===== config.mk =====
export PLATFORM = sky130hd
export DESIGN_NAME = hex_base64_text_decoder_flat
export DESIGN_NICKNAME = d
export VERILOG_FILES = /design/src/rtl/core/hbd_pkg.sv /design/src/rtl/core/hbd_if.sv /design/src/rtl/core/hex_base64_text_decoder.sv /design/src/rtl/core/hbd_front.sv /design/src/rtl/core/hbd_queue.sv /design/src/rtl/core/hbd_back.sv /design/src/flat_wrapper.sv
export SDC_FILE = /design/constraint.sdc
export NUM_CORES = 1
export LEC_CHECK = 0
export BUFFER_PORTS_ARGS = -buffer_cell sky130_fd_sc_hd__buf_2
export CAP_MARGIN = 20
export CORE_ASPECT_RATIO = 0.9
export CORE_UTILIZATION = 60
export DETAILED_ROUTE_END_ITERATION = 10
export GPL_ROUTABILITY_DRIVEN = 0
export PLACE_DENSITY = 0.83
export SYNTH_ARGS = -nofsm -noshare
export SYNTH_HDL_FRONTEND = slang
export SYNTH_SLANG_ARGS = --single-unit

===== constraint.sdc =====
create_clock -name clk -period 10.9 [get_ports clk]
set_clock_uncertainty 0.2 [all_clocks]
set_input_delay 1.635 -clock clk [delete_from_list [all_inputs] [get_ports clk]]
set_output_delay 1.635 -clock clk [all_outputs]
set_load 0.05 [all_outputs]

===== src/rtl/core/hbd_pkg.sv =====
package hbd_pkg;

  // Register codes for decode_mode; the fourth code behaves as copy
  localparam logic [1:0] MODE_COPY = 2'd0;
  localparam logic [1:0] MODE_HEX  = 2'd1;
  localparam logic [1:0] MODE_B64  = 2'd2;

  // Depth of the queue between front and back
  localparam int QUEUE_DEPTH = 4;

  // Base64 alphabet offsets
  localparam logic [7:0] B64_LOWER_BASE = 8'd26;
  localparam logic [7:0] B64_DIGIT_BASE = 8'd52;
  localparam logic [5:0] B64_PLUS_VAL   = 6'd62;
  localparam logic [5:0] B64_SLASH_VAL  = 6'd63;
  localparam logic [7:0] BYTE_MAX       = 8'hFF;

  // How the back end handles one queued item
  typedef enum logic [1:0] {
    OP_COPY,
    OP_HEX,
    OP_B64
  } op_t;

  // One classified character
  typedef struct packed {
    op_t        op;
    logic       val_ok;   // digit or sextet is valid (always 1 for copy)
    logic [7:0] val;      // char for copy, digit for hex, sextet for base64
    logic       last;
  } cls_t;

  // Hex digit lookup: {valid, value}
  function automatic logic [4:0] hex_digit(input logic [7:0] c);
    logic [4:0] r;
    r = '0;
    if (c >= "0" && c <= "9") begin
      r = {1'b1, 4'(c - "0")};
    end else if (c >= "a" && c <= "f") begin
      r = {1'b1, 4'(c - "a" + 8'd10)};
    end else if (c >= "A" && c <= "F") begin
      r = {1'b1, 4'(c - "A" + 8'd10)};
    end
    return r;
  endfunction

  // Base64 alphabet lookup: {valid, sextet}
  function automatic logic [6:0] b64_sextet(input logic [7:0] c);
    logic [6:0] r;
    r = '0;
    if (c >= "A" && c <= "Z") begin
      r = {1'b1, 6'(c - "A")};
    end else if (c >= "a" && c <= "z") begin
      r = {1'b1, 6'(c - "a" + B64_LOWER_BASE)};
    end else if (c >= "0" && c <= "9") begin
      r = {1'b1, 6'(c - "0" + B64_DIGIT_BASE)};
    end else if (c == "+") begin
      r = {1'b1, B64_PLUS_VAL};
    end else if (c == "/") begin
      r = {1'b1, B64_SLASH_VAL};
    end
    return r;
  endfunction

endpackage


===== src/rtl/core/hbd_if.sv =====
// Character channel
interface hbd_char_if;
  logic       valid;
  logic       ready;
  logic [7:0] text_char;
  logic       last_char;

  modport source (output valid, output text_char, output last_char, input ready);
  modport sink (input valid, input text_char, input last_char, output ready);
endinterface

// Decoded byte channel
interface hbd_byte_if;
  logic        valid;
  logic        ready;
  logic [7:0]  data_byte;
  logic        byte_valid;
  logic        end_of_string;
  logic [15:0] byte_count;

  modport source (output valid, output data_byte, output byte_valid,
                  output end_of_string, output byte_count, input ready);
  modport sink (input valid, input data_byte, input byte_valid,
                input end_of_string, input byte_count, output ready);
endinterface


===== src/rtl/core/hex_base64_text_decoder.sv =====
// Channel    Dir   Handshake      Payload
// char_ch    in    valid/ready    text_char[7:0], last_char
// byte_ch    out   valid/ready    data_byte[7:0], byte_valid, end_of_string, byte_count[15:0]
// cfg        in    cfg_we         cfg_wdata[1:0] (decode_mode)
//
// One character per cycle sustained while byte_ch does not stall; each
// result is held first in the four-entry queue and then in the back end's
// output register.
// rst is synchronous and clears the mode to copy and all string state.
// char_ch.ready drops only when the queue is full; byte_ch stalls hold the
// output register and let the queue fill.
module hex_base64_text_decoder #(
  parameter int COUNT_BITS = 16
) (
  input  logic       clk,
  input  logic       rst,
  hbd_char_if.sink   char_ch,
  hbd_byte_if.source byte_ch,
  input  logic       cfg_we,
  input  logic [1:0] cfg_wdata
);
  import hbd_pkg::*;

  logic push;
  cls_t push_item;
  logic q_full;
  logic q_valid;
  cls_t q_item;
  logic pop;

  hbd_front u_front (
    .clk       (clk),
    .rst       (rst),
    .char_ch   (char_ch),
    .cfg_we    (cfg_we),
    .cfg_wdata (cfg_wdata),
    .q_full    (q_full),
    .push      (push),
    .push_item (push_item)
  );

  hbd_queue #(
    .DEPTH (QUEUE_DEPTH)
  ) u_queue (
    .clk       (clk),
    .rst       (rst),
    .push      (push),
    .push_item (push_item),
    .full      (q_full),
    .pop       (pop),
    .q_valid   (q_valid),
    .q_item    (q_item)
  );

  hbd_back #(
    .COUNT_BITS (COUNT_BITS)
  ) u_back (
    .clk     (clk),
    .rst     (rst),
    .q_valid (q_valid),
    .q_item  (q_item),
    .pop     (pop),
    .byte_ch (byte_ch)
  );

  // A result that does not close a string always carries a byte
  assert property (@(posedge clk) disable iff (rst)
    byte_ch.valid && !byte_ch.end_of_string |-> byte_ch.byte_valid)
    else $error("open result without a byte");

  // Counts appear only on closing results
  assert property (@(posedge clk) disable iff (rst)
    byte_ch.valid && !byte_ch.end_of_string |-> byte_ch.byte_count == 16'd0)
    else $error("byte count on open result");

  // An empty result carries a zero byte
  assert property (@(posedge clk) disable iff (rst)
    byte_ch.valid && !byte_ch.byte_valid |-> byte_ch.data_byte == 8'd0)
    else $error("data without byte_valid");

  // Input stalls only while the queue holds items
  assert property (@(posedge clk) disable iff (rst)
    !char_ch.ready |-> q_valid)
    else $error("input stalled with empty queue");

endmodule


===== src/rtl/core/hbd_front.sv =====
module hbd_front (
  input  logic          clk,
  input  logic          rst,
  hbd_char_if.sink      char_ch,
  input  logic          cfg_we,
  input  logic [1:0]    cfg_wdata,
  input  logic          q_full,
  output logic          push,
  output hbd_pkg::cls_t push_item
);
  import hbd_pkg::*;

  logic [1:0] mode;
  logic [4:0] hex_res;
  logic [6:0] b64_res;

  // Hold the decode mode register
  always_ff @(posedge clk) begin
    if (rst) begin
      mode <= MODE_COPY;
    end else if (cfg_we) begin
      mode <= cfg_wdata;
    end
  end

  // Accept whenever the queue has room
  assign char_ch.ready = !q_full;
  assign push          = char_ch.valid && !q_full;

  // Classify the character under the current mode
  always_comb begin
    hex_res = hex_digit(char_ch.text_char);
    b64_res = b64_sextet(char_ch.text_char);
    push_item.last = char_ch.last_char;
    unique case (mode)
      MODE_HEX: begin
        push_item.op     = OP_HEX;
        push_item.val_ok = hex_res[4];
        push_item.val    = {4'd0, hex_res[3:0]};
      end
      MODE_B64: begin
        push_item.op     = OP_B64;
        push_item.val_ok = b64_res[6];
        push_item.val    = {2'd0, b64_res[5:0]};
      end
      default: begin
        push_item.op     = OP_COPY;
        push_item.val_ok = 1'b1;
        push_item.val    = char_ch.text_char;
      end
    endcase
  end

endmodule


===== src/rtl/core/hbd_queue.sv =====
module hbd_queue #(
  parameter int DEPTH = 4
) (
  input  logic          clk,
  input  logic          rst,
  input  logic          push,
  input  hbd_pkg::cls_t push_item,
  output logic          full,
  input  logic          pop,
  output logic          q_valid,
  output hbd_pkg::cls_t q_item
);
  import hbd_pkg::*;

  localparam int PW = (DEPTH > 1) ? $clog2(DEPTH) : 1;
  localparam int CW = $clog2(DEPTH + 1);

  cls_t          slots [DEPTH];
  logic [PW-1:0] wr_ptr;
  logic [PW-1:0] rd_ptr;
  logic [CW-1:0] level;

  assign full    = (level == CW'(DEPTH));
  assign q_valid = (level != '0);
  assign q_item  = slots[rd_ptr];

  // Write the incoming item
  always_ff @(posedge clk) begin
    if (push) begin
      slots[wr_ptr] <= push_item;
    end
  end

  // Advance pointers and level
  always_ff @(posedge clk) begin
    if (rst) begin
      wr_ptr <= '0;
      rd_ptr <= '0;
      level  <= '0;
    end else begin
      if (push) begin
        wr_ptr <= (wr_ptr == PW'(DEPTH - 1)) ? '0 : wr_ptr + 1'b1;
      end
      if (pop) begin
        rd_ptr <= (rd_ptr == PW'(DEPTH - 1)) ? '0 : rd_ptr + 1'b1;
      end
      if (push && !pop) begin
        level <= level + 1'b1;
      end else if (pop && !push) begin
        level <= level - 1'b1;
      end
    end
  end

endmodule


===== src/rtl/core/hbd_back.sv =====
module hbd_back #(
  parameter int COUNT_BITS = 16
) (
  input  logic          clk,
  input  logic          rst,
  input  logic          q_valid,
  input  hbd_pkg::cls_t q_item,
  output logic          pop,
  hbd_byte_if.source    byte_ch
);
  import hbd_pkg::*;

  localparam int WW = (COUNT_BITS > 16) ? COUNT_BITS : 16;

  logic [3:0]            high_nibble, high_nibble_next;
  logic                  nibble_pending, nibble_pending_next;
  logic                  hex_stopped, hex_stopped_next;
  logic [11:0]           bit_accumulator, bit_accumulator_next;
  logic [3:0]            bits_held, bits_held_next;
  logic [COUNT_BITS-1:0] bytes_emitted, bytes_emitted_next;

  logic                  have;
  logic [7:0]            dec_byte;
  logic [3:0]            bits_sum;
  logic [11:0]           acc_shift;
  logic [WW-1:0]         cnt_wide;
  logic [15:0]           cnt_sat;
  logic                  emit;

  // Pop when the output register is free or being emptied
  assign pop  = q_valid && (!byte_ch.valid || byte_ch.ready);
  assign emit = pop && (have || q_item.last);

  // Decode the item and compute the next string state
  always_comb begin
    high_nibble_next     = high_nibble;
    nibble_pending_next  = nibble_pending;
    hex_stopped_next     = hex_stopped;
    bit_accumulator_next = bit_accumulator;
    bits_held_next       = bits_held;
    have                 = 1'b0;
    dec_byte             = '0;
    bits_sum             = bits_held + 4'd6;
    acc_shift            = {bit_accumulator[5:0], q_item.val[5:0]};
    unique case (q_item.op)
      OP_HEX: begin
        if (!hex_stopped) begin
          if (!nibble_pending) begin
            if (!q_item.val_ok) begin
              hex_stopped_next = 1'b1;
            end else begin
              high_nibble_next    = q_item.val[3:0];
              nibble_pending_next = 1'b1;
            end
          end else begin
            nibble_pending_next = 1'b0;
            if (!q_item.val_ok) begin
              hex_stopped_next = 1'b1;
            end else begin
              dec_byte = {high_nibble, q_item.val[3:0]};
              have     = 1'b1;
            end
          end
        end
      end
      OP_B64: begin
        if (q_item.val_ok) begin
          bit_accumulator_next = acc_shift;
          if (bits_sum >= 4'd8) begin
            bits_held_next = bits_sum - 4'd8;
            dec_byte       = 8'(acc_shift >> (bits_sum - 4'd8)) & BYTE_MAX;
            have           = 1'b1;
          end else begin
            bits_held_next = bits_sum;
          end
        end
      end
      default: begin
        dec_byte = q_item.val;
        have     = 1'b1;
      end
    endcase

    bytes_emitted_next = bytes_emitted;
    if (have && (bytes_emitted != '1)) begin
      bytes_emitted_next = bytes_emitted + 1'b1;
    end
    cnt_wide = WW'(bytes_emitted_next);
    cnt_sat  = (cnt_wide > WW'(16'hFFFF)) ? 16'hFFFF : cnt_wide[15:0];
  end

  // Update string state; clear it after the closing item
  always_ff @(posedge clk) begin
    if (rst) begin
      high_nibble     <= '0;
      nibble_pending  <= 1'b0;
      hex_stopped     <= 1'b0;
      bit_accumulator <= '0;
      bits_held       <= '0;
      bytes_emitted   <= '0;
    end else if (pop) begin
      if (q_item.last) begin
        high_nibble     <= '0;
        nibble_pending  <= 1'b0;
        hex_stopped     <= 1'b0;
        bit_accumulator <= '0;
        bits_held       <= '0;
        bytes_emitted   <= '0;
      end else begin
        high_nibble     <= high_nibble_next;
        nibble_pending  <= nibble_pending_next;
        hex_stopped     <= hex_stopped_next;
        bit_accumulator <= bit_accumulator_next;
        bits_held       <= bits_held_next;
        bytes_emitted   <= bytes_emitted_next;
      end
    end
  end

  // Hold the result until taken
  always_ff @(posedge clk) begin
    if (rst) begin
      byte_ch.valid <= 1'b0;
    end else if (pop) begin
      byte_ch.valid <= have || q_item.last;
    end else if (byte_ch.ready) begin
      byte_ch.valid <= 1'b0;
    end
  end

  // Load the result payload
  always_ff @(posedge clk) begin
    if (emit) begin
      byte_ch.data_byte     <= have ? dec_byte : 8'd0;
      byte_ch.byte_valid    <= have;
      byte_ch.end_of_string <= q_item.last;
      byte_ch.byte_count    <= q_item.last ? cnt_sat : 16'd0;
    end
  end

endmodule


===== src/flat_wrapper.sv =====
// flat-port wrapper written by rule: the top's interface ports become plain ports
module hex_base64_text_decoder_flat import hbd_pkg::*;
#(
  parameter int COUNT_BITS = 16
)
  (clk, rst, cfg_we, cfg_wdata, char_ch_valid, char_ch_text_char, char_ch_last_char, char_ch_ready, byte_ch_valid, byte_ch_data_byte, byte_ch_byte_valid, byte_ch_end_of_string, byte_ch_byte_count, byte_ch_ready);
  hbd_char_if char_ch_i ();
  hbd_byte_if byte_ch_i ();
  input  logic clk;
  input  logic rst;
  input  logic cfg_we;
  input  logic [1:0] cfg_wdata;
  input wire logic [$bits(char_ch_i.valid)-1:0] char_ch_valid;
  input wire logic [$bits(char_ch_i.text_char)-1:0] char_ch_text_char;
  input wire logic [$bits(char_ch_i.last_char)-1:0] char_ch_last_char;
  output wire logic [$bits(char_ch_i.ready)-1:0] char_ch_ready;
  output wire logic [$bits(byte_ch_i.valid)-1:0] byte_ch_valid;
  output wire logic [$bits(byte_ch_i.data_byte)-1:0] byte_ch_data_byte;
  output wire logic [$bits(byte_ch_i.byte_valid)-1:0] byte_ch_byte_valid;
  output wire logic [$bits(byte_ch_i.end_of_string)-1:0] byte_ch_end_of_string;
  output wire logic [$bits(byte_ch_i.byte_count)-1:0] byte_ch_byte_count;
  input wire logic [$bits(byte_ch_i.ready)-1:0] byte_ch_ready;
  assign char_ch_i.valid = char_ch_valid;
  assign char_ch_i.text_char = char_ch_text_char;
  assign char_ch_i.last_char = char_ch_last_char;
  assign char_ch_ready = char_ch_i.ready;
  assign byte_ch_valid = byte_ch_i.valid;
  assign byte_ch_data_byte = byte_ch_i.data_byte;
  assign byte_ch_byte_valid = byte_ch_i.byte_valid;
  assign byte_ch_end_of_string = byte_ch_i.end_of_string;
  assign byte_ch_byte_count = byte_ch_i.byte_count;
  assign byte_ch_i.ready = byte_ch_ready;
  hex_base64_text_decoder #(.COUNT_BITS(COUNT_BITS)) u_core (.clk(clk), .rst(rst), .char_ch(char_ch_i), .byte_ch(byte_ch_i), .cfg_we(cfg_we), .cfg_wdata(cfg_wdata));
endmodule

# Word-level counts from Yosys, hierarchy flattened
# Memory sizes are Yosys's and may differ from the RTL's. A register that Yosys moved wholly into a read port is not among the register bits.
# Cells that the tools add are included.
# op_classes
add_sub_neg	14
n_lt_le_gt_ge	10
n_eq_ne	12
n_shift	1
n_mux	54
reduce_logical	27
# ops
cell	count
two-way mux 16 bit	3
two-way mux 8 bit	5
two-way mux 4 bit	9
two-way mux 7 bit	5
<= comparator 8 x 7 -> 1 bit, second input constant	4
case mux 11 bit (2 select lines)	1
two-way mux 6 bit	3
two-way mux 1 bit	17
adder 16 x 1 -> 16 bit, second input constant	1
== test 8 x 6 -> 1 bit, second input constant	2
>= comparator 8 x 7 -> 1 bit, second input constant	2
> comparator 16 bit, second input constant	1
!= test 16 bit, second input constant	1
case mux 8 bit (2 select lines)	1
two-way mux 5 bit	3
>> shifter 12 x 4 -> 8 bit	1
subtractor 6 bit, second input constant	2
logical AND 1 bit	11
nonzero test 2 bit	5
adder 4 bit, second input constant	2
== test 2 bit, second input constant	4
>= comparator 8 x 6 -> 1 bit, second input constant	1
<= comparator 8 x 6 -> 1 bit, second input constant	1
two-way mux 2 bit	4
20 further kinds	29
# word_totals
reg_bits	68
ramBits	48
inputBits	16
output_inout_bits	28
elab_cells	134
memories	1
# mem_list
memory	words	word_bits	read_ports	rd_clocked_by_memory_dff	write_ports	line	rtl
u_core.u_queue.slots	4	12	1	1	1	hbd_queue.sv:18	cls_t slots [DEPTH];

# Depth between registers and ports, before layout
# depth
ltp_word	9
ltp_mapped	13
mapped_depth_nobuf	10

# Hierarchy
# Synthesis repeated with hierarchy kept, for this count alone.
# unflattened
hier_cells	581
hier_area_um2	6254.7
# modules_own_cells
mod	instances	cells_per_inst	area_per_inst_um2	seq_area_each_um2
hbd_back	1	319	2951.6	1421.4
hbd_queue	1	106	2177.1	1621.6
hbd_front	1	156	1126.1	40.0

# Least setup slack after synthesis
# No wires, ideal clock.
# synth_timing
path_type	input -> register
startpoint	input char_ch_text_char[5]
endpoint	memory u_core.u_queue.slots[0][9] (netlist name) (data pin)
setup_ns	0.272
arrival_time_ns	3.503
t_required_ns	10.428
setup_slack_ns	6.926
path_stages	8
n_path_buf	1
path_cell_list	clkbuf_1 -> inv_1 -> ha_1 -> nand4_1 -> o2111ai_1 -> and2_1 -> or4_1 -> a221o_1
# synth_rtl
item	line	rtl
start: declaration	flat_wrapper.sv:14	input wire logic [$bits(char_ch_i.text_char)-1:0] char_ch_text_char;
end: declaration	hbd_queue.sv:18	

==> impl_summary.txt <==
----------------------------------------------------
[STA]
  Part of the cycle the worst path needs ... 43.1%
  Total setup violations reported at the end of the flow ... 0
  Final hold vios ... 0
  Post-Route Setup TNS ... 0 ns
  Fmax ... 0.213 GHz
  Unrepaired setup endpoints after global routing ... no
  Final period demand of the worst path ... 4.70 ns
  Number of pins exceeding their max-slew limit in the final report ... 0
  Worst Tran Pin Value ... 1.03 ns
  Slew headroom ... 31.5%
  Final critical-path setup slack ... 6.20 ns

[Critical path]
  WP data required ... 10.84 ns
  Arrival time of the worst setup path ... 4.64 ns
  Worst flop-to-flop path endpoint ... u_core.u_back.byte_ch.data_byte[6]$_SDFFCE_PN0P_
  Worst stage delay on the critical path ... 0.89 ns
  Setup crit end ... u_core.u_back.byte_ch.data_byte[6]$_SDFFCE_PN0P_
  Top fanout value on the critical path ... 27
  Cell Chain, Critical Path ... mux4_2, ha_1, nor2b_1, a221oi_4, o21ai_0, inv_1
  Critical path launch point type ... register
  Reg2Reg Depth ... 6
  Critical-path cell with the highest stage delay ... a221oi_4
  Crit Path Class ... register to register
  Worst path buffer plus inverter count ... 1
  Critical Path End Type ... register
  Top delay family on crit path ... compound AO/OA/AOI/OAI gates
  Setup slack, reg-to-reg ... 6.20 ns
  Number of logic stages on the critical path including buffering ... 6

[Synth]
  Number of flip-flops and latches in the synthesized netlist ... 117
  Sequential share of the synthesized area ... 50.7%
  Synth warnings ... 0
  Dominant cells by area after synthesis ... edfxtp_1 (37%), dfxtp_1 (14%), ha_1 (5.6%)
  Multiplexer area fraction after synthesis ... 6.60%
  Synth unique cells ... 53
  Top_reg_cell synth ... edfxtp_1
  Async S/R FF share, synth ... 0%
  Post-Syn Instances ... 574
  Adder-cell share of the synthesized area ... 5.88%
  Simple-gate share of the synthesized area ... 15.6%
  Dominant combinational cell family by area after synthesis ... simple AND/OR/NAND/NOR gates
  Complex-gate fraction of the synthesized area ... 14.2%
  Post-synth design cell area ... 6090 sq um
  Syn_area_per_cell ... 10.6 sq um
  Post-synth EDFFs ... 74
  Yosys top cell area share ... 36.5%
  Largest area contributor in the netlist ... edfxtp_1
  Net count after synthesis ... 618
  Fraction of synthesized cell area in xor and xnor cells ... 3.31%

[Global route]
  First-pass GRT wire length ... 21,100 um
  GRT Util Overall ... 26.3%
  Number of antenna violations at the first check in global routing ... 0
  Via count of the first global-routing pass ... 4,364
  Pin count of the biggest net entering global routing ... 42
  Remaining global-route overflow ... 0

[Detailed routing]
  Number of DRC violations after detailed routing ... 0
  WL per Instance ... 17.4 um
  Detailed-route vias per instance ... 6.21
  Number of nets still failing antenna checks after routing ... 0
  Detailed-router iteration count before antenna repair ... 6
  Count of vias placed by the detailed router ... 4,649
  Starting DRC count in detailed routing ... 360
  Sum of routed wire length over all layers ... 13,000 um

[Pwr]
  Total power divided by cell area ... 285 nW/um^2
  Total power after layout ... 1.99 mW
  Total leakage power ... 2.59 nW
  Worst voltage drop across the vdd grid ... 0.223 mV

[Die]
  Width of the chip ... 108 um
  Area of the die ... 10,600 sq um
  Row count ... 34
  Die Height ... 97.5 um
  Count of pins on the block boundary ... 44
  Core area ... 9740 sq um
  Starting density of the core ... 62.5%

[Placed design]
  Port Buf Inserts ... 43
  Post-detail-place hpwl ... 8730 um
  DP Worst Slack ... 6.24 ns

[Layout]
  Fraction of final layout cells sized beyond drive strength 1 ... 14.9%
  Filler Cells Inserted ... 692
  Area growth, synth to finish ... 14.5%
  Final #Nets ... 654
  Number of inserted diodes ... 0
  Core occupancy in the finished layout ... 71.5%

[Clock tree]
  Total clock sinks ... 117
  Root buffer cell ... clkbuf_8
  Clock input transition at the sequential cells of the worst setup and hold paths ... 0.06 ns
  TritonCTS clock tree ... yes
  Number of buffers added for setup after CTS ... 0
  Number of H-tree levels ... 4
  Clock latency on the worst-skew pair ... 0.52 ns
  Total clock buffers created by CTS ... 17
  Hold Buf Count CTS ... 0
  Clock buffer depth ... 2
  Number of gates resized after cts ... 0

[Job]
  Number of max-capacitance violations reported ... 0

[Status]
  Status ... finished, final reports clean

[Hold path]
  Hold Crit Class ... register to register

----------------------------------------------------
how the worst min path moves through the flow:
stage,slack [ns],start,depth (start not counted),endpoint
2_1_floorplan,0.25,u_core.u_back.high_nibble[2]$_SDFFE_PP0P_,2,u_core.u_back.high_nibble[2]$_SDFFE_PP0P_
3_3_place_gp,0.26,u_core.u_back.high_nibble[2]$_SDFFE_PP0P_,2,u_core.u_back.high_nibble[2]$_SDFFE_PP0P_
3_5_place_dp,0.26,u_core.u_back.high_nibble[3]$_SDFFE_PP0P_,2,u_core.u_back.high_nibble[3]$_SDFFE_PP0P_
4_1_cts,0.28,u_core.u_back.high_nibble[1]$_SDFFE_PP0P_,2,u_core.u_back.high_nibble[1]$_SDFFE_PP0P_
5_1_grt,0.31,u_core.u_back.high_nibble[1]$_SDFFE_PP0P_,2,u_core.u_back.high_nibble[1]$_SDFFE_PP0P_
6_report,0.28,u_core.u_back.high_nibble[2]$_SDFFE_PP0P_,2,u_core.u_back.high_nibble[2]$_SDFFE_PP0P_
logic make-up (layout without fill, tap and decap cells):
group           Yosys count  in the layout
mux                      27             27
fa+ha+maj                28             28
xor+xnor                 23             23
buf+inv                  56            105
compound gates          132            132
flops                   117            117
simple gates            191            191
worst reg2reg max path, stage by stage, from the launching register on:
cell	delay (ns)
dfxtp_1	0.83
mux4_2	0.61
ha_1	0.56
nor2b_1	0.14
a221oi_4	0.89
o21ai_0	0.28
inv_1	0.79
layer usage:
layer	GRT usage [%]	part of all wire, %	up-vias
li1	-	-	2207
met3	5.90	6.4	24
met2	43.4	51	207
met4	12.9	2.0	0
met1	32.2	41	2211
met5	0	0	-
cells in the mapped netlist (3+ instances only):
| master | instances |
|---|---|
| xnor2_1 | 6 |
| a211oi_1 | 8 |
| clkbuf_1 | 19 |
| and2_1 | 4 |
| o211ai_1 | 6 |
| and3_1 | 13 |
| xor2_1 | 17 |
| nor2_1 | 50 |
| mux4_2 | 10 |
| dfxtp_1 | 43 |
| a21oi_1 | 41 |
| edfxtp_1 | 74 |
| a22o_1 | 4 |
| mux2i_1 | 12 |
| inv_1 | 30 |
| nor3_1 | 8 |
| o21ai_0 | 25 |
| nand2b_1 | 10 |
| nand3_1 | 21 |
| a31oi_1 | 14 |
| nor2b_1 | 5 |
| nand4_1 | 12 |
| buf_2 | 3 |
| a221o_1 | 8 |
| ha_1 | 27 |
| or3_1 | 17 |
| nand2_1 | 40 |
| a22oi_1 | 9 |
| mux2_2 | 5 |
layout by cell type (no fill, tap or decap), types with 9 or more instances in the layout:
cell type,n
edfxtp_1,74
nor2_1,50
dfxtp_1,43
buf_2,43
a21oi_1,41
nand2_1,40
inv_1,30
ha_1,27
o21ai_0,25
nand3_1,21
xor2_1,17
or3_1,17
clkbuf_16,16
a31oi_1,14
and3_1,13
mux2i_1,12
nand4_1,12
nand2b_1,10
mux4_2,10
a22oi_1,9
report_power, final:
| group | total, mW | internal (mW) | switching [mW] |
|---|---|---|---|
| logic | 0.745 | 0.204 | 0.541 |
| registers | 0.663 | 0.603 | 0.0602 |
| clock network | 0.577 | 0.373 | 0.204 |
| total | 1.99 | 1.18 | 0.806 |
metrics by stage:
step                area, sq um  cells  hold WS (ns)
floorplan                  6090    574         0.247
global placement           6350    717         0.258
detailed placement         6350    717         0.262
CTS                        6970    749         0.281
global route               6970    749         0.315
finish                     6970    749         0.283
layout make-up:
type | instances | area (sq um) | area share, %
inverter | 30 | 113 | 1.62
clock inverter | 15 | 205 | 2.95
timing repair buffer | 43 | 215 | 3.09
multi-input combinational | 401 | 2780 | 39.9
clock buffer | 17 | 414 | 5.95
tap | 126 | 158 | 2.26
sequential | 117 | 3080 | 44.3
registers in the layout (all words and copies together), names as in the netlist, 2 cells and up, named ones only:
signal	count
u_core.u_back.high_nibble	4
u_core.u_back.bits_held	3
u_core.u_queue.rd_ptr	2
u_core.u_back.bytes_emitted	16
u_core.u_queue.wr_ptr	2
u_core.u_back.byte_ch.byte_count	16
u_core.u_queue.slots	48
u_core.u_back.bit_accumulator	6
u_core.u_front.mode	2
u_core.u_back.byte_ch.data_byte	8
u_core.u_queue.level	3
No activity file was read; power rests on OpenSTA's default activity.
